==> src/rtl/rc_pulse_width_capture_macros.svh <==
// Assertion macros for the RC pulse width capture block.
// Used by the block's RTL files; expects a clk and rst signal in scope.
`ifndef RC_PULSE_WIDTH_CAPTURE_MACROS_SVH
`define RC_PULSE_WIDTH_CAPTURE_MACROS_SVH

// Check a property on every rising clock edge outside reset.
`define RPWC_ASSERT(label, prop, msg) \
  label: assert property (@(posedge clk) disable iff (rst) (prop)) else $error(msg);

// Check that a condition is followed by a consequence in the next cycle.
`define RPWC_ASSERT_NEXT(label, ante, cons, msg) \
  label: assert property (@(posedge clk) disable iff (rst) (ante) |=> (cons)) else $error(msg);

`endif

==> src/rtl/rpwc_pkg.sv <==
// Shared types and constants for the RC pulse width capture block.
// No dependencies; imported by every module of the block.
`timescale 1ns / 1ps
`default_nettype none

package rpwc_pkg;

  localparam int CH_COUNT     = 4;
  localparam int LEVEL_W      = 4;
  localparam int WIDTH_W      = 12;
  localparam int STAMP_W      = 16;
  localparam int MS_W         = 16;
  localparam int TIMEOUT_W    = 16;
  localparam int TICKS_PER_MS = 1000;
  localparam int PRESC_W      = $clog2(TICKS_PER_MS + 1);

  localparam int APB_DATA_W = 32;
  localparam int APB_ADDR_W = 5;

  // Reset values of the configuration registers
  localparam logic [WIDTH_W-1:0]   ACCEPT_MIN_RESET = 12'd800;
  localparam logic [WIDTH_W-1:0]   ACCEPT_MAX_RESET = 12'd2200;
  localparam logic [WIDTH_W-1:0]   CLAMP_MIN_RESET  = 12'd1000;
  localparam logic [WIDTH_W-1:0]   CLAMP_MAX_RESET  = 12'd2000;
  localparam logic [TIMEOUT_W-1:0] TIMEOUT_RESET    = 16'd500;

  // Held width after reset
  localparam logic [WIDTH_W-1:0] HELD_THROTTLE_RESET = 12'd1000;
  localparam logic [WIDTH_W-1:0] HELD_OTHER_RESET    = 12'd1500;

  // Register indexes (word address)
  typedef enum logic [2:0] {
    REG_ACCEPT_MIN = 3'd0,
    REG_ACCEPT_MAX = 3'd1,
    REG_CLAMP_MIN  = 3'd2,
    REG_CLAMP_MAX  = 3'd3,
    REG_TIMEOUT    = 3'd4
  } reg_idx_t;

  typedef struct packed {
    logic [WIDTH_W-1:0]   accept_min_us;
    logic [WIDTH_W-1:0]   accept_max_us;
    logic [WIDTH_W-1:0]   clamp_min_us;
    logic [WIDTH_W-1:0]   clamp_max_us;
    logic [TIMEOUT_W-1:0] fs_timeout_ms;
  } cfg_t;

endpackage

`default_nettype wire

==> src/rtl/rc_pulse_width_capture.sv <==
// Four-channel RC pulse width capture, one tick per transfer.
// Each pin_levels transfer passes through the input register and then the result register.
// Throughput: one tick per cycle; the result register and input register each
// hold one tick, so a stalled output stops input only when both are full.
// Reset (rst, synchronous): clears timers, stamps, edges; held widths to defaults.
`timescale 1ns / 1ps
`default_nettype none

module rc_pulse_width_capture import rpwc_pkg::*; (
  input  wire logic                  clk,
  input  wire logic                  rst,
  input  wire logic                  pin_valid,
  output logic                       pin_ready,
  input  wire logic [LEVEL_W-1:0]    pin_levels,
  output logic                       result_valid,
  input  wire logic                  result_ready,
  output logic      [WIDTH_W-1:0]    throttle_us,
  output logic      [WIDTH_W-1:0]    pitch_us,
  output logic      [WIDTH_W-1:0]    roll_us,
  output logic      [WIDTH_W-1:0]    yaw_us,
  output logic                       failsafe,
  input  wire logic                  psel,
  input  wire logic                  penable,
  input  wire logic                  pwrite,
  input  wire logic [APB_ADDR_W-1:0] paddr,
  input  wire logic [APB_DATA_W-1:0] pwdata,
  output logic      [APB_DATA_W-1:0] prdata,
  output logic                       pready
);

  `include "rc_pulse_width_capture_macros.svh"

  cfg_t                          cfg;
  logic                          in_reg_valid;
  logic [LEVEL_W-1:0]            in_levels;
  logic [LEVEL_W-1:0]            previous_levels;
  logic                          step;
  logic [STAMP_W-1:0]            stamp;
  logic [CH_COUNT-1:0]           accepted;
  logic [CH_COUNT-1:0][WIDTH_W-1:0] width_us;
  logic [CH_COUNT-1:0][WIDTH_W-1:0] held_reset;
  logic                          failsafe_now;

  // Process the input register when the result register is free or draining
  assign step      = in_reg_valid && (!result_valid || result_ready);
  assign pin_ready = !in_reg_valid || step;

  rpwc_regs u_regs (
    .clk     (clk),
    .rst     (rst),
    .psel    (psel),
    .penable (penable),
    .pwrite  (pwrite),
    .paddr   (paddr),
    .pwdata  (pwdata),
    .prdata  (prdata),
    .pready  (pready),
    .cfg     (cfg)
  );

  rpwc_timer u_timer (
    .clk        (clk),
    .rst        (rst),
    .step       (step),
    .valid_seen (|accepted),
    .timeout_ms (cfg.fs_timeout_ms),
    .stamp      (stamp),
    .failsafe   (failsafe_now)
  );

  // Throttle starts at its own default
  assign held_reset[0] = HELD_THROTTLE_RESET;
  assign held_reset[1] = HELD_OTHER_RESET;
  assign held_reset[2] = HELD_OTHER_RESET;
  assign held_reset[3] = HELD_OTHER_RESET;

  for (genvar c = 0; c < CH_COUNT; c++) begin : g_ch
    rpwc_channel u_channel (
      .clk        (clk),
      .rst        (rst),
      .step       (step),
      .level      (in_levels[c]),
      .prev_level (previous_levels[c]),
      .stamp      (stamp),
      .held_reset (held_reset[c]),
      .cfg        (cfg),
      .accepted   (accepted[c]),
      .width_us   (width_us[c])
    );
  end

  // Input register and previous levels
  always_ff @(posedge clk) begin
    if (rst) begin
      in_reg_valid    <= 1'b0;
      previous_levels <= '0;
    end else begin
      if (pin_valid && pin_ready) begin
        in_reg_valid <= 1'b1;
      end else if (step) begin
        in_reg_valid <= 1'b0;
      end
      if (step) begin
        previous_levels <= in_levels;
      end
    end
  end

  always_ff @(posedge clk) begin
    if (pin_valid && pin_ready) begin
      in_levels <= pin_levels;
    end
  end

  // Result register control
  always_ff @(posedge clk) begin
    if (rst) begin
      result_valid <= 1'b0;
    end else if (step) begin
      result_valid <= 1'b1;
    end else if (result_ready) begin
      result_valid <= 1'b0;
    end
  end

  // Result payload
  always_ff @(posedge clk) begin
    if (step) begin
      throttle_us <= width_us[0];
      pitch_us    <= width_us[1];
      roll_us     <= width_us[2];
      yaw_us      <= width_us[3];
      failsafe    <= failsafe_now;
    end
  end

  `RPWC_ASSERT(a_stall_cause, !pin_ready |-> (in_reg_valid && result_valid && !result_ready),
    "input stalled without a full pipeline")
  `RPWC_ASSERT_NEXT(a_step_result, step, result_valid, "processed tick not presented")
  `RPWC_ASSERT_NEXT(a_prev_levels, step, previous_levels == $past(in_levels),
    "previous levels not advanced")

endmodule

`default_nettype wire

==> src/rtl/rpwc_regs.sv <==
// APB configuration registers of the RC pulse width capture block.
// Depends on rpwc_pkg for register indexes and the config struct.
`timescale 1ns / 1ps
`default_nettype none

module rpwc_regs import rpwc_pkg::*; (
  input  wire logic                  clk,
  input  wire logic                  rst,
  input  wire logic                  psel,
  input  wire logic                  penable,
  input  wire logic                  pwrite,
  input  wire logic [APB_ADDR_W-1:0] paddr,
  input  wire logic [APB_DATA_W-1:0] pwdata,
  output logic      [APB_DATA_W-1:0] prdata,
  output logic                       pready,
  output cfg_t                       cfg
);

  logic       wr_en;
  logic [2:0] word_idx;

  assign pready   = 1'b1;
  assign wr_en    = psel && penable && pwrite;
  assign word_idx = paddr[APB_ADDR_W-1:2];

  // Write registers on the access phase of a write transfer
  always_ff @(posedge clk) begin
    if (rst) begin
      cfg.accept_min_us <= ACCEPT_MIN_RESET;
      cfg.accept_max_us <= ACCEPT_MAX_RESET;
      cfg.clamp_min_us  <= CLAMP_MIN_RESET;
      cfg.clamp_max_us  <= CLAMP_MAX_RESET;
      cfg.fs_timeout_ms <= TIMEOUT_RESET;
    end else if (wr_en) begin
      unique case (word_idx)
        REG_ACCEPT_MIN: cfg.accept_min_us <= pwdata[WIDTH_W-1:0];
        REG_ACCEPT_MAX: cfg.accept_max_us <= pwdata[WIDTH_W-1:0];
        REG_CLAMP_MIN:  cfg.clamp_min_us  <= pwdata[WIDTH_W-1:0];
        REG_CLAMP_MAX:  cfg.clamp_max_us  <= pwdata[WIDTH_W-1:0];
        REG_TIMEOUT:    cfg.fs_timeout_ms <= pwdata[TIMEOUT_W-1:0];
        default: ;
      endcase
    end
  end

  // Read back the addressed register
  always_comb begin
    prdata = '0;
    unique case (word_idx)
      REG_ACCEPT_MIN: prdata = APB_DATA_W'(cfg.accept_min_us);
      REG_ACCEPT_MAX: prdata = APB_DATA_W'(cfg.accept_max_us);
      REG_CLAMP_MIN:  prdata = APB_DATA_W'(cfg.clamp_min_us);
      REG_CLAMP_MAX:  prdata = APB_DATA_W'(cfg.clamp_max_us);
      REG_TIMEOUT:    prdata = APB_DATA_W'(cfg.fs_timeout_ms);
      default:        prdata = '0;
    endcase
  end

endmodule

`default_nettype wire

==> src/rtl/rpwc_channel.sv <==
// One channel of the pulse decoder: edge handling, width check, hold and clamp.
// Depends on rpwc_pkg; instantiated once per channel by the top level.
`timescale 1ns / 1ps
`default_nettype none

module rpwc_channel import rpwc_pkg::*; (
  input  wire logic               clk,
  input  wire logic               rst,
  input  wire logic               step,
  input  wire logic               level,
  input  wire logic               prev_level,
  input  wire logic [STAMP_W-1:0] stamp,
  input  wire logic [WIDTH_W-1:0] held_reset,
  input  wire cfg_t               cfg,
  output logic                    accepted,
  output logic      [WIDTH_W-1:0] width_us
);

  `include "rc_pulse_width_capture_macros.svh"

  logic [STAMP_W-1:0] rise_stamp;
  logic [WIDTH_W-1:0] held_width;
  logic [WIDTH_W-1:0] held_width_next;
  logic [STAMP_W-1:0] width_raw;
  logic               rise;
  logic               fall;
  logic               in_window;

  assign rise = step && level && !prev_level;
  assign fall = step && !level && prev_level;

  // Measure the pulse modulo the stamp width and check the accept window
  assign width_raw = stamp - rise_stamp;
  assign in_window = (width_raw >= STAMP_W'(cfg.accept_min_us)) &&
                     (width_raw <= STAMP_W'(cfg.accept_max_us));
  assign accepted  = fall && in_window;

  assign held_width_next = accepted ? width_raw[WIDTH_W-1:0] : held_width;

  // Clamp the updated held width to the output limits
  always_comb begin
    if (held_width_next < cfg.clamp_min_us) begin
      width_us = cfg.clamp_min_us;
    end else if (held_width_next > cfg.clamp_max_us) begin
      width_us = cfg.clamp_max_us;
    end else begin
      width_us = held_width_next;
    end
  end

  // Hold rise stamp and accepted width
  always_ff @(posedge clk) begin
    if (rst) begin
      rise_stamp <= '0;
      held_width <= held_reset;
    end else begin
      if (rise) begin
        rise_stamp <= stamp;
      end
      held_width <= held_width_next;
    end
  end

  `RPWC_ASSERT(a_edge_excl, !(rise && fall), "rise and fall in the same tick")
  `RPWC_ASSERT_NEXT(a_held_in_window, accepted,
    (held_width >= $past(cfg.accept_min_us)) && (held_width <= $past(cfg.accept_max_us)),
    "held width outside accept window")
  `RPWC_ASSERT_NEXT(a_rise_stamp, rise, rise_stamp == $past(stamp),
    "rise stamp not captured")

endmodule

`default_nettype wire

==> src/rtl/rpwc_timer.sv <==
// Microsecond stamp, millisecond prescaler and since-valid counter.
// Depends on rpwc_pkg; produces the stamp and the failsafe flag per tick.
`timescale 1ns / 1ps
`default_nettype none

module rpwc_timer import rpwc_pkg::*; (
  input  wire logic                 clk,
  input  wire logic                 rst,
  input  wire logic                 step,
  input  wire logic                 valid_seen,
  input  wire logic [TIMEOUT_W-1:0] timeout_ms,
  output logic      [STAMP_W-1:0]   stamp,
  output logic                      failsafe
);

  `include "rc_pulse_width_capture_macros.svh"

  localparam logic [PRESC_W-1:0] PRESC_LAST = PRESC_W'(TICKS_PER_MS - 1);
  localparam logic [MS_W-1:0]    MS_MAX     = '1;

  logic [PRESC_W-1:0] ms_prescaler;
  logic [MS_W-1:0]    ms_since_valid;
  logic [MS_W-1:0]    ms_cleared;

  // Clear on a valid pulse before the flag is formed
  assign ms_cleared = valid_seen ? '0 : ms_since_valid;
  assign failsafe   = ms_cleared > timeout_ms;

  // Advance stamp and prescaler; count milliseconds with saturation
  always_ff @(posedge clk) begin
    if (rst) begin
      stamp          <= '0;
      ms_prescaler   <= '0;
      ms_since_valid <= '0;
    end else if (step) begin
      stamp <= stamp + STAMP_W'(1);
      if (ms_prescaler == PRESC_LAST) begin
        ms_prescaler <= '0;
        ms_since_valid <= (ms_cleared == MS_MAX) ? MS_MAX : ms_cleared + MS_W'(1);
      end else begin
        ms_prescaler   <= ms_prescaler + PRESC_W'(1);
        ms_since_valid <= ms_cleared;
      end
    end
  end

  `RPWC_ASSERT(a_presc_range, ms_prescaler <= PRESC_LAST, "prescaler out of range")
  `RPWC_ASSERT_NEXT(a_valid_clears, step && valid_seen, ms_since_valid <= MS_W'(1),
    "valid pulse did not clear the counter")
  `RPWC_ASSERT_NEXT(a_stamp_hold, !step, stamp == $past(stamp),
    "stamp moved without a tick")

endmodule

`default_nettype wire

==> config.mk <==
export PLATFORM = sky130hd
export DESIGN_NAME = rc_pulse_width_capture
export DESIGN_NICKNAME = d
export VERILOG_FILES = /design/src/rtl/rpwc_pkg.sv /design/src/rtl/rc_pulse_width_capture.sv /design/src/rtl/rpwc_regs.sv /design/src/rtl/rpwc_channel.sv /design/src/rtl/rpwc_timer.sv
export VERILOG_INCLUDE_DIRS = /design/src /design/src/rtl
export SDC_FILE = /design/constraint.sdc
export NUM_CORES = 1
export LEC_CHECK = 0
export BUFFER_PORTS_ARGS = -buffer_cell sky130_fd_sc_hd__buf_4
export CAP_MARGIN = 20
export CORE_ASPECT_RATIO = 2
export CORE_MARGIN = 1.5
export CORE_UTILIZATION = 50
export CTS_BUF_LIST = sky130_fd_sc_hd__clkbuf_8
export DETAILED_ROUTE_END_ITERATION = 8
export PLACE_DENSITY_LB_ADDON = 0.25
export SLEW_MARGIN = 15
export SYNTH_ARGS = -nofsm -noshare
export SYNTH_HDL_FRONTEND = slang
export SYNTH_SLANG_ARGS = --single-unit
==> constraint.sdc <==
create_clock -name clk -period 17.55 [get_ports clk]
set_input_delay 1.755 -clock clk [delete_from_list [all_inputs] [get_ports clk]]
set_output_delay 1.755 -clock clk [all_outputs]
set_load 0.005 [all_outputs]
=== Word level (Yosys, flattened, before mapping) ===
Index checks and enable logic that the tools add are counted.

* Multiplexer cells: 21
* Magnitude comparators: 17
* Add/subtract/negate cells: 7
* Reductions and logical operators: 49
* Eq/ne operators: 6

{| class="wikitable"
|+ Operators by type and width
! cell !! number
|-
| 2-to-1 mux 12 bit || 12
|-
| case mux 16 bit (5 select lines) || 1
|-
| >= comparator 16 x 12 -> 1 bit || 4
|-
| less-or-equal comparator 16 x 12 -> 1 bit || 4
|-
| subtractor 16 bit || 4
|-
| greater-than comparator 12 bit || 4
|-
| less-than comparator 12 bit || 4
|-
| 2-to-1 mux 16 bit || 3
|-
| adder 16 x 1 -> 16 bit (second input constant) || 2
|-
| logical AND 1 bit || 28
|-
| equality test 16 bit (second input constant) || 1
|-
| greater-than comparator 16 bit || 1
|-
| adder 10 x 1 -> 10 bit (second input constant) || 1
|-
| equality test 10 bit (second input constant) || 1
|-
| logical NOT 1 bit || 10
|-
| 2-to-1 mux 10 bit || 1
|-
| AND reduction 2 bit || 5
|-
| equality test 3 x 2 -> 1 bit (second input constant) || 2
|-
| 2-to-1 mux 1 bit || 4
|-
| nonzero test 2 bit || 2
|-
| OR reduction 4 bit || 1
|-
| equality test 3 x 1 -> 1 bit (second input constant) || 1
|-
| equality test 3 bit (second input constant) || 1
|-
| logical NOT 3 bit || 1
|-
| logical OR 1 bit || 2
|}

* Output and inout bits: 84
* Register bits after elaboration: 277

=== Logic depth before layout (Yosys ltp) ===
Gate-level depths: netlist of the first run.

* Depth in word-level cells: 11
* Gate-level depth with buffers: 35

=== By module ===
A second synthesis of the first run with hierarchy kept.

* Cell total of the unflattened synthesis: 2555
* Area total of the unflattened synthesis: 22497.8 um^2

{| class="wikitable"
|+ Modules (own cells, without submodules)
! module !! area each (um^2) !! times used !! cells each !! sequential area each (um^2)
|-
| rpwc_channel (g_ch[2].u_channel ...) || 3920.0 || 2 || 480 || 560.5
|-
| rpwc_channel (g_ch[1].u_channel) || 3582.2 || 1 || 431 || 560.5
|-
| rpwc_channel (g_ch[0].u_channel) || 3370.7 || 1 || 418 || 560.5
|-
| rpwc_regs || 3219.3 || 1 || 333 || 1281.2
|-
| rpwc_timer || 2606.2 || 1 || 329 || 840.8
|-
| rc_pulse_width_capture || 1879.3 || 1 || 84 || 1711.6
|}

=== Worst setup path after synthesis of the first run ===
Ideal clock, no wire load.

* Path type: register -> register
* From: reg u_timer.stamp[0]
* To: reg yaw_us[3], data pin
* Cell stages (with the launch flop): 35
* Setup slack: 11402 ps
* Data required time: 17284 ps
* Data arrival time: 5883 ps
* Library setup time: 266 ps
* Buffers on the path: 4
* Cells stage by stage: dfxtp_1 -> clkbuf_1 -> inv_1 -> ha_1 -> inv_1 -> fa_1 -> a21o_1 -> a21oi_1 -> nor2b_1 -> o21a_1 -> nor4_1 -> a21oi_1 -> xnor2_1 -> ha_1 -> a21oi_1 -> nor2_1 -> a211oi_1 -> nand2_1 -> o21ai_0 -> o211a_1 -> nand4_2 -> buf_2 -> mux2_2 -> ha_1 -> a21o_1 -> a21oi_1 -> nor2_1 -> a2111oi_0 -> nor2_1 -> o21ai_0 -> a21o_1 -> clkbuf_1 -> clkbuf_1 -> mux2i_1 -> mux2i_1

* Word-level cells in the longest chain between the ends: 8
* Elaborated cells on any way between the ends: 10
* Those cells by class: add/sub (1); order compare (4); mux (3); reduce/logical (2)

{| class="wikitable"
|+ RTL lines
! what !! line !! source
|-
| start: declaration || rpwc_timer.sv:12 || <nowiki>output logic [STAMP_W-1:0] stamp,</nowiki>
|-
| start signal: assignment || rpwc_timer.sv:36 || <nowiki>stamp <= stamp + STAMP_W'(1);</nowiki>
|-
| subtractor 16 bit (*) || rpwc_channel.sv:33 || <nowiki>assign width_raw = stamp - rise_stamp;</nowiki>
|-
| >= comparator 16 x 12 -> 1 bit or less-or-equal comparator 16 x 12 -> 1 bit (tied branches) || rpwc_channel.sv:34, rpwc_channel.sv:35 ||
|-
| logical AND 1 bit || rpwc_channel.sv:34 || <nowiki>assign in_window = (width_raw >= STAMP_W'(cfg.accept_min_us)) &&</nowiki>
|-
| logical AND 1 bit || rpwc_channel.sv:36 || <nowiki>assign accepted = fall && in_window;</nowiki>
|-
| 2-to-1 mux 12 bit (*) || rpwc_channel.sv:38 || <nowiki>assign held_width_next = accepted ? width_raw[WIDTH_W-1:0] : held_width;</nowiki>
|-
| net g_ch[3].u_channel.held_width_next[5] || rpwc_channel.sv:23 || <nowiki>logic [WIDTH_W-1:0] held_width_next;</nowiki>
|-
| greater-than comparator 12 bit || rpwc_channel.sv:44 || <nowiki>end else if (held_width_next > cfg.clamp_max_us) begin</nowiki>
|-
| 2-to-1 mux 12 bit || rpwc_channel.sv:44 ||
|-
| 2-to-1 mux 12 bit (*) || rpwc_channel.sv:42 || <nowiki>if (held_width_next < cfg.clamp_min_us) begin</nowiki>
|-
| net g_ch[3].u_channel.width_us[3] || rpwc_channel.sv:16 || <nowiki>output logic [WIDTH_W-1:0] width_us</nowiki>
|-
| end signal: assignment || rc_pulse_width_capture.sv:132 || <nowiki>yaw_us <= width_us[3];</nowiki>
|-
| end: declaration || rc_pulse_width_capture.sv:20 || <nowiki>output logic [WIDTH_W-1:0] yaw_us,</nowiki>
|}

Mark *: on every way through the listed nets, which the timed path passes. The rest lies on a longest branch.
A chain may end at the register's enable or synchronous reset.

=== Worst setup path in the final report of the first run ===
* From: reg u_timer.stamp[1]
* To: reg roll_us[0], data pin

* Word-level cells in the longest chain between the ends: 8
* Elaborated cells on any way between the ends: 10
* Those cells by class: add/sub (1); order compare (4); mux (3); reduce/logical (2)

{| class="wikitable"
|+ RTL lines
! what !! line !! source
|-
| subtractor 16 bit (*) || rpwc_channel.sv:33 ||
|-
| >= comparator 16 x 12 -> 1 bit or less-or-equal comparator 16 x 12 -> 1 bit (tied branches) || rpwc_channel.sv:34, rpwc_channel.sv:35 ||
|-
| logical AND 1 bit || rpwc_channel.sv:34 ||
|-
| logical AND 1 bit || rpwc_channel.sv:36 ||
|-
| 2-to-1 mux 12 bit (*) || rpwc_channel.sv:38 ||
|-
| net g_ch[2].u_channel.held_width_next[1] || rpwc_channel.sv:23 ||
|-
| greater-than comparator 12 bit || rpwc_channel.sv:44 ||
|-
| 2-to-1 mux 12 bit || rpwc_channel.sv:44 ||
|-
| 2-to-1 mux 12 bit (*) || rpwc_channel.sv:42 ||
|-
| net g_ch[2].u_channel.width_us[0] || rpwc_channel.sv:16 ||
|-
| end signal: assignment || rc_pulse_width_capture.sv:131 || <nowiki>roll_us <= width_us[2];</nowiki>
|-
| end: declaration || rc_pulse_width_capture.sv:19 || <nowiki>output logic [WIDTH_W-1:0] roll_us,</nowiki>
|}

Marks and branches as above.

==> impl_metrics.env, run 1 <==
export IMPL_die_width_um=143
export IMPL_grt_pass1_wl_mm=94.3
export IMPL_vias=17300
export IMPL_initial_core_util=0.507
export IMPL_drt_total_wl_mm=62.0
export IMPL_synth_area_top_cells="dfxtp_1, ha_1, edfxtp_1"
export IMPL_drtAntennaViolNets=0
export IMPL_synthArstFlopShare=0
export IMPL_hold_path_class="register to register"
export IMPL_cts_hold_fix_buffers=0
export IMPL_syn_cell_area_um2=19600
export IMPL_synth_warnings=0
export IMPL_num_nets_final=2697
export IMPL_seq_area_frac_synth=0.310
export IMPL_synth_ff_type="dfxtp_1"
export IMPL_avgViaCountPerCell=5.89
export IMPL_grt_util_all_layers=0.307
export IMPL_fin_tns_setup_ns=0
export IMPL_htree_num_levels=2
export IMPL_die_h_um=283
export IMPL_cts_sinks=277
export IMPL_row_count=102
export IMPL_layout_min_cycle_time_ns=7.76
export IMPL_crit_type="register to register"
export IMPL_place_gp_congestion=0.979
export IMPL_dr_first_iter_drc_count=1035
export IMPL_synth_edf_count=53
export IMPL_yosysTopAreaCell="dfxtp_1"
export IMPL_cp_arrival_ns=8.10
export IMPL_synth_most_common_cell="nand2_1"
export IMPL_core_area_um2=38700
export IMPL_syn2layout_area_growth_pct=11.0
export IMPL_synth_top_area_frac=0.229
export IMPL_fin_skew_ns=0.0466
export IMPL_synth_distinct_cells=78
export IMPL_hold_violations=0
export IMPL_max_clock_path_buffers=3
export IMPL_power_w=0.00136
export IMPL_clk_pin_slew_ns=0.06
export IMPL_drive_above_1_share=0.106
export IMPL_cts_buffers=43
export IMPL_ioPinCount=132
export IMPL_port_buffers=96
export IMPL_crit_path_end_kind="register"
export IMPL_crit_required_ns=17.89
export IMPL_root_buffer="clkbuf_8"
export IMPL_synth_ff_latch_count=277
export IMPL_first_pass_iters=5
export IMPL_netlist_top_cells_count="nand2_1, ha_1, a21oi_1"
export IMPL_crit_fanout=15
export IMPL_antenna_found_initial=2
export IMPL_start_kind="register"
export IMPL_die_area_um2=40500
export IMPL_syn_inst=2289
export IMPL_max_cap_violations=0
export IMPL_dp_hpwl_mm=48.5
export IMPL_grt_pass1_vias=17000
export IMPL_cts_resized=0
export IMPL_clk_latency_ns=0.62
export IMPL_rsz0062_at_grt="no"
export IMPL_p_leak_nw=9.26
export IMPL_drv_slew=0
export IMPL_placed_area_um2=20800
export IMPL_status="completed"
export IMPL_cts_tree="done"
export IMPL_nFillCells=3653
export IMPL_max_freq_mhz=129
export IMPL_drc_errors=0
export IMPL_cts_setup_buffers=0
export IMPL_tightest_slew_ns=1.03
export IMPL_setup_violations=0
export IMPL_stdcell_area_um2=21700
export IMPL_avgRoutedWirePerCell_um=21.1
export IMPL_power_density_nw_per_um2=62.5
export IMPL_peakVddDrop_v=0.0000493
export IMPL_grt_max_degree=84
export IMPL_slew_headroom=0.312
export IMPL_post_route_period_util=0.442
export IMPL_avgSynthCellArea_um2=8.56
export IMPL_gr_total_overflow=0
worst max-delay path, stage by stage, from the launching register on:
cell       delay (ns)
dfxtp_1          0.82
ha_1             0.35
nor2b_1          0.14
o31a_1           0.30
o21ai_0          0.42
o21bai_1         0.18
xor2_1           0.36
ha_1             0.32
nand4_1          0.17
a21oi_1          0.08
a2111oi_0        0.41
o211a_1          0.26
nand4_1          0.26
nor2_1           0.87
mux2i_1          0.39
inv_1            0.11
ha_1             0.30
nor2b_1          0.14
o21ai_0          0.14
nand2b_1         0.07
a21oi_1          0.14
nor3_1           0.06
a2111oi_0        0.50
nor2_2           0.27
mux2i_1          0.17
mux2_2           0.29
cell families after synthesis:
family,Yosys count,share of synthesized area
other,2,0.000383
and+or+nand+nor,734,0.180
muxes,165,0.0879
adders and majority gates,271,0.175
AOI/OAI and AO/OA,519,0.163
buffers and inverters,251,0.0531
xor gates and xnor gates,70,0.0313
DFF,277,0.310
cell usage in the layout (no fill, tap or decap), drive strengths merged, types with 22 or more instances in the layout:
cell type / n
clkbuf: 52
nor3: 27
a21o: 41
inv: 158
nand2: 307
o211ai: 37
nand3: 40
mux2i: 117
a21oi: 241
mux2: 47
ha: 267
buf: 133
and2: 35
xor2: 33
nand4: 55
nor2: 126
nor2b: 28
dfxtp: 224
a211oi: 22
o21ai: 70
xnor2: 37
edfxtp: 53
nand2b: 46
path summary, 6_finish.rpt:
path / from / end / slack (ns) / cells past startpoint
max: u_timer.stamp[1]$_SDFFE_PP0P_ / roll_us[0]$_DFFE_PP_ / 9.79 / 25
min: g_ch[3].u_channel.rise_stamp[11]$_SDFFE_PP0P_ / g_ch[3].u_channel.rise_stamp[11]$_SDFFE_PP0P_ / 0.45 / 2
max reg2reg: u_timer.stamp[1]$_SDFFE_PP0P_ / roll_us[0]$_DFFE_PP_ / 9.79 / 25
min reg2reg: g_ch[3].u_channel.rise_stamp[11]$_SDFFE_PP0P_ / g_ch[3].u_channel.rise_stamp[11]$_SDFFE_PP0P_ / 0.45 / 2
power by group:
part | internal (W) | switching [W] | leakage (nW)
Clock | 0.000301 | 0.000274 | 0.498
Combinational | 0.0000448 | 0.0000787 | 6.53
Sequential | 0.000654 | 0.00000526 | 2.24
registers in the layout, indices dropped and copies added (netlist names):
name	flops
u_regs.cfg	64
g_ch.u_channel.held_width	48
pitch_us	12
in_levels	4
u_timer.stamp	16
g_ch.u_channel.rise_stamp	64
u_timer.ms_prescaler	10
previous_levels	4
result_valid	1
in_reg_valid	1
u_timer.ms_since_valid	16
failsafe	1
yaw_us	12
throttle_us	12
roll_us	12
routing by layer:
layer	share of wire	routed length (um)	global-route usage
met5	0	0	0
met4	0.11	7120	0.284
met3	0.043	2700	0.0431
met2	0.50	31000	0.546
met1	0.34	21200	0.297
layout make-up:
| class | instances | area [um^2] | area share |
|---|---|---|---|
| clock buffers | 52 | 716 | 0.0329 |
| diodes | 2 | 5.00 | 0.000230 |
| flip-flops and latches | 277 | 6080 | 0.279 |
| inverters | 147 | 552 | 0.0254 |
| repair buffers | 133 | 1000 | 0.0461 |
| well taps | 520 | 651 | 0.0299 |
| clock inverters | 26 | 179 | 0.00823 |
| multi-input cells | 1776 | 12600 | 0.578 |
stage by stage:
stage | worst slack, ns | hold slack (ns) | instances | util
after detailed placement | 9.41 | 0.447 | 2852 | 0.539
after floorplan | 11.40 | 0.436 | 2304 | -
after global placement | 9.51 | 0.441 | 2852 | 0.538
after global routing | 8.88 | 0.468 | 2932 | 0.562
final | 9.79 | 0.452 | 2933 | 0.562
after CTS | 9.61 | 0.455 | 2930 | 0.562
Note: power is estimated with default switching activity, not from simulation.
==> run 2: changes to the inputs <==
--- a/config.mk
+++ b/config.mk
@@ -6,6 +6,7 @@
 export SDC_FILE = /design/constraint.sdc
 export NUM_CORES = 1
 export LEC_CHECK = 0
+export ABC_AREA = 1
 export BUFFER_PORTS_ARGS = -buffer_cell sky130_fd_sc_hd__buf_4
 export CAP_MARGIN = 20
 export CORE_ASPECT_RATIO = 2
==> constraint.sdc (replaced) <==
create_clock -name clk -period 6.9 [get_ports clk]
set_input_delay 0.69 -clock clk [delete_from_list [all_inputs] [get_ports clk]]
set_output_delay 0.69 -clock clk [all_outputs]
set_load 0.005 [all_outputs]
==> run 2 against run 1 <==
Effect of this change: count of clock-buffer cells in the layout grew 3; die area rose by 3.9%; critical endpoint is now pitch_us[2]$_DFFE_PP_; largest cell class unchanged; maximum frequency grew 26%; largest power group unchanged.
==> impl_metrics.env, run 2 <==
export IMPL_crit_path_end_kind="register"
export IMPL_clk_latency_ns=0.62
export IMPL_core_area_um2=40200
export IMPL_crit_type="register to register"
export IMPL_tightest_slew_ns=0.943
export IMPL_first_pass_iters=5
export IMPL_netlist_top_cells_count="nand2_1, inv_1, ha_1"
export IMPL_row_count=104
export IMPL_peakVddDrop_v=0.000147
export IMPL_hold_end="in_levels[3]$_DFFE_PP_"
export IMPL_grt_pass1_wl_mm=100
export IMPL_cts_sinks=277
export IMPL_die_h_um=289
export IMPL_synth_area_top_cells="dfxtp_1, ha_1, nand2_1"
export IMPL_avgRoutedWirePerCell_um=18.3
export IMPL_antenna_found_initial=2
export IMPL_layout_min_cycle_time_ns=6.14
export IMPL_start_kind="register"
export IMPL_crit_path_top_delay_cell="dfxtp_1"
export IMPL_cpPeakStageDelay_ns=0.65
export IMPL_drt_total_wl_mm=65.2
export IMPL_status="completed"
export IMPL_min_delay_path_depth=1
export IMPL_max_cap_violations=0
export IMPL_grt_max_degree=89
export IMPL_cts_tree="done"
export IMPL_max_clock_path_buffers=3
export IMPL_drive_above_1_share=0.0850
export IMPL_power_w=0.00436
export IMPL_power_density_nw_per_um2=194
export IMPL_initial_core_util=0.507
export IMPL_fin_tns_setup_ns=0
export IMPL_synth_most_common_cell="nand2_1"
export IMPL_cts_buffers=43
export IMPL_drc_errors=0
export IMPL_grt_util_all_layers=0.308
export IMPL_placed_area_um2=21500
export IMPL_stdcell_area_um2=22500
export IMPL_setup_violations=0
export IMPL_reg_top3="g_ch.u_channel.rise_stamp (64), u_regs.cfg (64), g_ch.u_channel.held_width (48)"
export IMPL_die_width_um=146
export IMPL_root_buffer="clkbuf_8"
export IMPL_slew_headroom=0.366
export IMPL_synth_distinct_cells=58
export IMPL_yosysTopAreaCell="dfxtp_1"
export IMPL_rsz0062_at_grt="no"
export IMPL_clk_pin_slew_ns=0.06
export IMPL_syn_cell_area_um2=20400
export IMPL_crit_required_ns=7.22
export IMPL_vias=19700
export IMPL_synth_warnings=0
export IMPL_post_route_period_util=0.890
export IMPL_gr_total_overflow=0
export IMPL_drtAntennaViolNets=0
export IMPL_grt_pass1_vias=19000
export IMPL_syn2layout_area_growth_pct=10.3
export IMPL_hold_violations=0
export IMPL_synth_edf_count=53
export IMPL_dp_hpwl_mm=51.4
export IMPL_synth_top_area_frac=0.220
export IMPL_avgSynthCellArea_um2=6.97
export IMPL_mostFrequentLayoutCells="nand2_1, inv_1, ha_1"
export IMPL_cts_setup_buffers=0
export IMPL_ioPinCount=132
export IMPL_syn_inst=2922
export IMPL_port_buffers=96
export IMPL_crit_fanout=24
export IMPL_synthArstFlopShare=0
export IMPL_synth_ff_type="dfxtp_1"
export IMPL_die_area_um2=42100
export IMPL_holdCritStartpoint="pin_levels[3]"
export IMPL_cts_resized=0
export IMPL_crit_family="simple AND/OR/NAND/NOR gates"
export IMPL_ff2ff_path_depth=26
export IMPL_fin_skew_ns=0.0515
export IMPL_cp_arrival_ns=6.47
export IMPL_cts_hold_fix_buffers=0
export IMPL_max_freq_mhz=163
export IMPL_avgViaCountPerCell=5.53
export IMPL_r2r_start="u_timer.stamp[1]$_SDFFE_PP0P_"
export IMPL_dr_first_iter_drc_count=1350
export IMPL_worstReg2RegEnd="pitch_us[2]$_DFFE_PP_"
export IMPL_cp_common_cell="nand2_1"
export IMPL_seq_area_frac_synth=0.298
export IMPL_num_nets_final=3323
export IMPL_r2r_setup_slack_ns=0.76
export IMPL_final_common_cell="nand2_1"
export IMPL_hold_path_class="input pin to register"
export IMPL_htree_num_levels=2
export IMPL_synth_ff_latch_count=277
export IMPL_place_gp_congestion=0.985
export IMPL_p_leak_nw=11.0
export IMPL_path_buf_inv=2
export IMPL_drv_slew=0
run 2: worst max path at each step:
stage	startpoint	end	slack [ns]	cells after the start
after global routing	u_timer.stamp[1]$_SDFFE_PP0P_	pitch_us[2]$_DFFE_PP_	0.36	26
final	u_timer.stamp[1]$_SDFFE_PP0P_	pitch_us[2]$_DFFE_PP_	0.76	26
after floorplan	u_timer.stamp[0]$_SDFFE_PP0P_	throttle_us[11]$_DFFE_PP_	1.87	31
after detailed placement	u_timer.stamp[1]$_SDFFE_PP0P_	pitch_us[2]$_DFFE_PP_	0.85	26
after CTS	u_timer.stamp[1]$_SDFFE_PP0P_	pitch_us[2]$_DFFE_PP_	0.83	26
after global placement	u_timer.stamp[1]$_SDFFE_PP0P_	pitch_us[2]$_DFFE_PP_	0.96	26
run 2: logic make-up after synthesis:
| family | count (synthesis) | share of synthesized area |
|---|---|---|
| buffers and inverters | 531 | 0.103 |
| AOI/OAI and AO/OA | 617 | 0.166 |
| DFF | 277 | 0.298 |
| and+or+nand+nor | 1175 | 0.244 |
| xor gates and xnor gates | 49 | 0.0211 |
| adders and majority gates | 271 | 0.168 |
| other | 2 | 0.000368 |
run 2: layout make-up:
type	instances	area (um^2)
tap	530	663
inverter	437	1640
sequential	277	6080
antenna	1	2.50
fill	3924	17700
clock inverter	23	185
clock buffer	55	757
timing repair buffer	116	871
multi-input combinational	2129	12300
run 2: stage by stage:
| step | setup WS (ns) | cells | utilization | hold slack (ns) |
|---|---|---|---|---|
| 2_1_floorplan | 1.87 | 2937 | - | 0.437 |
| 3_3_place_gp | 0.962 | 3489 | 0.536 | 0.447 |
| 3_5_place_dp | 0.852 | 3489 | 0.536 | 0.452 |
| 4_1_cts | 0.825 | 3567 | 0.559 | 0.231 |
| 5_1_grt | 0.359 | 3568 | 0.559 | 0.255 |
| 6_report | 0.758 | 3568 | 0.559 | 0.257 |
run 2: power breakdown:
| part | internal (W) | switching, W | leakage (nW) |
|---|---|---|---|
| Sequential | 0.00170 | 0.0000265 | 2.28 |
| Combinational | 0.000398 | 0.000702 | 8.14 |
| Clock | 0.000833 | 0.000706 | 0.541 |
run 2: metal layers:
layer,vias up,track usage,part of all wire
met5,-,0,0
met1,9027,0.296,0.35
met3,269,0.0351,0.043
met4,0,0.248,0.089
met2,645,0.588,0.52
li1,9782,-,-
==> run 3: changes to the inputs <==
--- a/config.mk
+++ b/config.mk
@@ -18,4 +18,5 @@
 export SLEW_MARGIN = 15
 export SYNTH_ARGS = -nofsm -noshare
 export SYNTH_HDL_FRONTEND = slang
+export SYNTH_HIERARCHICAL = 1
 export SYNTH_SLANG_ARGS = --single-unit
==> run 3 against run 2 <==
Effect of this change: non-clock buffer count up 3; global-route usage down 3.3 points; cell count increased by 13%; cell area rose by 10%; via count is 6.3% higher; register-to-register slack improved by 0.096 ns; area after synthesis increased by 12%; worst setup slack gained 0.096 ns; critical path depth grew 9; worst hold slack better by 0.024 ns; sequential power is 5% higher.
==> impl_metrics.env, run 3 <==
export IMPL_status="completed"
export IMPL_hold_violations=0
export IMPL_drc_errors=0
export IMPL_internal_power_w=0.00292
export IMPL_power_density_nw_per_um2=182
export IMPL_synth_distinct_cells=58
export IMPL_dp_hpwl_mm=51.1
export IMPL_p_switching_w=0.00159
export IMPL_yosysTopAreaCell="dfxtp_1"
export IMPL_synth_area_top_cells="dfxtp_1, ha_1, nand2_1"
export IMPL_path_buf_inv=6
export IMPL_avgSynthCellArea_um2=6.85
export IMPL_grt_pass1_vias=19900
export IMPL_post_route_period_util=0.876
export IMPL_cts_hold_fix_buffers=0
export IMPL_cpPeakStageDelay_ns=0.60
export IMPL_seq_area_frac_synth=0.266
export IMPL_syn_cell_area_um2=22800
export IMPL_peakVddDrop_v=0.000132
export IMPL_die_h_um=305
export IMPL_die_area_um2=47100
export IMPL_crit_fanout=21
export IMPL_htree_num_levels=2
export IMPL_die_width_um=154
export IMPL_cp_arrival_ns=6.41
export IMPL_rsz0062_at_grt="no"
export IMPL_cts_tree="done"
export IMPL_dp_worst_setup_slack_ns=0.914
export IMPL_crit_path_end_kind="register"
export IMPL_vias=21000
export IMPL_p_comb_frac=0.304
export IMPL_syn2layout_area_growth_pct=8.63
export IMPL_p_sw_frac=0.353
export IMPL_start_kind="register"
export IMPL_clk_pin_slew_ns=0.06
export IMPL_initial_core_util=0.508
export IMPL_fin_skew_ns=0.0462
export IMPL_synth_ff_type="dfxtp_1"
export IMPL_synth_most_common_cell="nand2_1"
export IMPL_p_leak_nw=12.9
export IMPL_setup_violations=0
export IMPL_max_cap_violations=0
export IMPL_first_pass_iters=5
export IMPL_crit_type="register to register"
export IMPL_port_buffers=96
export IMPL_drt_total_wl_mm=64.4
export IMPL_cts_setup_buffers=0
export IMPL_root_buffer="clkbuf_8"
export IMPL_synth_edf_count=53
export IMPL_ioPinCount=132
export IMPL_core_area_um2=45000
export IMPL_tightest_slew_ns=1.01
export IMPL_antenna_found_initial=1
export IMPL_dp_cells=3964
export IMPL_mostFrequentLayoutCells="nand2_1, inv_1, nor2_1"
export IMPL_layout_min_cycle_time_ns=6.05
export IMPL_dr_first_iter_drc_count=1152
export IMPL_fin_cells=4046
export IMPL_hold_path_class="input pin to register"
export IMPL_clk_latency_ns=0.62
export IMPL_hold_ws_ns=0.280
export IMPL_gr_total_overflow=0
export IMPL_place_gp_congestion=0.952
export IMPL_grt_pass1_wl_mm=101
export IMPL_crit_family="simple AND/OR/NAND/NOR gates"
export IMPL_synth_top_area_frac=0.196
export IMPL_grt_util_all_layers=0.275
export IMPL_avgViaCountPerCell=5.18
export IMPL_cts_resized=0
export IMPL_syn_inst=3336
export IMPL_cts_buffers=42
export IMPL_power_share_clock=0.298
export IMPL_crit_path_top_delay_cell="dfxtp_1"
export IMPL_slew_headroom=0.330
export IMPL_seqPwrFrac=0.399
export IMPL_drv_slew=0
export IMPL_synthArstFlopShare=0
export IMPL_reg_top3="g_ch.u_channel/rise_stamp (64), u_regs/cfg (64), g_ch.u_channel/held_width (48)"
export IMPL_crit_required_ns=7.26
export IMPL_fin_tns_setup_ns=0
export IMPL_max_freq_mhz=165
export IMPL_grt_max_degree=82
export IMPL_utilization=0.551
export IMPL_synth_warnings=6
export IMPL_netlist_top_cells_count="nand2_1, inv_1, nor2_1"
export IMPL_final_common_cell="nand2_1"
export IMPL_synth_ff_latch_count=277
export IMPL_row_count=110
export IMPL_drtAntennaViolNets=0
export IMPL_cp_common_cell="nand2_1"
export IMPL_timing_final_ws_setup_ns=0.854
export IMPL_num_nets_final=3768
export IMPL_cts_sinks=277
export IMPL_avgRoutedWirePerCell_um=15.9
export IMPL_nFillCells=4481
export IMPL_max_clock_path_buffers=3
export IMPL_drive_above_1_share=0.106
## run 3: cell types whose count changed in the layout (fill, tap and decap cells not counted), sizes merged, moves of 75 or more
cell,change
a21oi,-75
inv,+146
nand2,+140
nand3,+100
nor2,+189
o21ai,-148
## run 3: worst register-to-register path, delay by kind of cell, from the launching register on
kind,cells,cell delay (ns)
simple gates,21,2.54
fa+ha+maj,4,1.29
xor+xnor,1,0.35
buf+inv,6,0.70
compound gates,3,0.39
flops,1,0.60
## run 3: kinds of logic after synthesis
group                    share of synthesized area
AND/OR/NAND/NOR                              0.320
flip-flops                                   0.266
XOR/XNOR                                    0.0207
buffers and inverters                        0.128
multiplexers                               0.00487
adder cells (fa/ha/maj)                      0.148
other                                     0.000657
AO/OA/AOI/OAI                                0.112
## run 3: worst paths after layout
kind	start	endpoint	slack, ns	depth (start not counted)
setup / recovery	u_timer/stamp[0]$_SDFFE_PP0P_	roll_us[10]$_DFFE_PP_	0.85	35
hold / removal	pin_levels[1]	in_levels[1]$_DFFE_PP_	0.28	1
setup reg to reg	u_timer/stamp[0]$_SDFFE_PP0P_	roll_us[10]$_DFFE_PP_	0.85	35
hold reg to reg	g_ch[0].u_channel/rise_stamp[7]$_SDFFE_PP0P_	g_ch[0].u_channel/rise_stamp[7]$_SDFFE_PP0P_	0.46	2
## run 3: layout make-up
type,instances,area (um^2),share of cell area
Tap cell,560,701,0.0282
Timing Repair Buffer,119,921,0.0371
Sequential cell,277,6080,0.245
Antenna cell,1,2.50,0.000101
Inverter,585,2230,0.0899
Clock inverter,27,115,0.00464
Multi-Input combinational cell,2427,14100,0.567
Clock buffer,50,688,0.0277
## run 3: layer usage
| metal | global-route usage | routed length (um) | up-vias | share of wire |
|---|---|---|---|---|
| met4 | 0.218 | 5690 | 0 | 0.088 |
| met3 | 0.0250 | 2200 | 209 | 0.034 |
| met1 | 0.272 | 23500 | 9428 | 0.36 |
| met5 | 0 | 0 | - | 0 |
| met2 | 0.518 | 33000 | 526 | 0.51 |
| li1 | - | - | 10800 | - |
## run 3: through the flow
step | power, W | area (um^2)
6_report | 0.00451 | 24800
5_1_grt | 0.00481 | 24800
4_1_cts | 0.00454 | 24800
3_5_place_dp | 0.00319 | 24000
3_3_place_gp | 0.00317 | 24000
2_1_floorplan | 0.00286 | 23100
## run 3: power groups by stage
stage                     clock network [W]  registers, W  logic, W
after CTS                           0.00138       0.00180   0.00136
after floorplan                           0       0.00182   0.00104
after global routing                0.00144       0.00181   0.00157
after detailed placement                  0       0.00183   0.00135
final                               0.00134       0.00180   0.00137
after global placement                    0       0.00183   0.00133
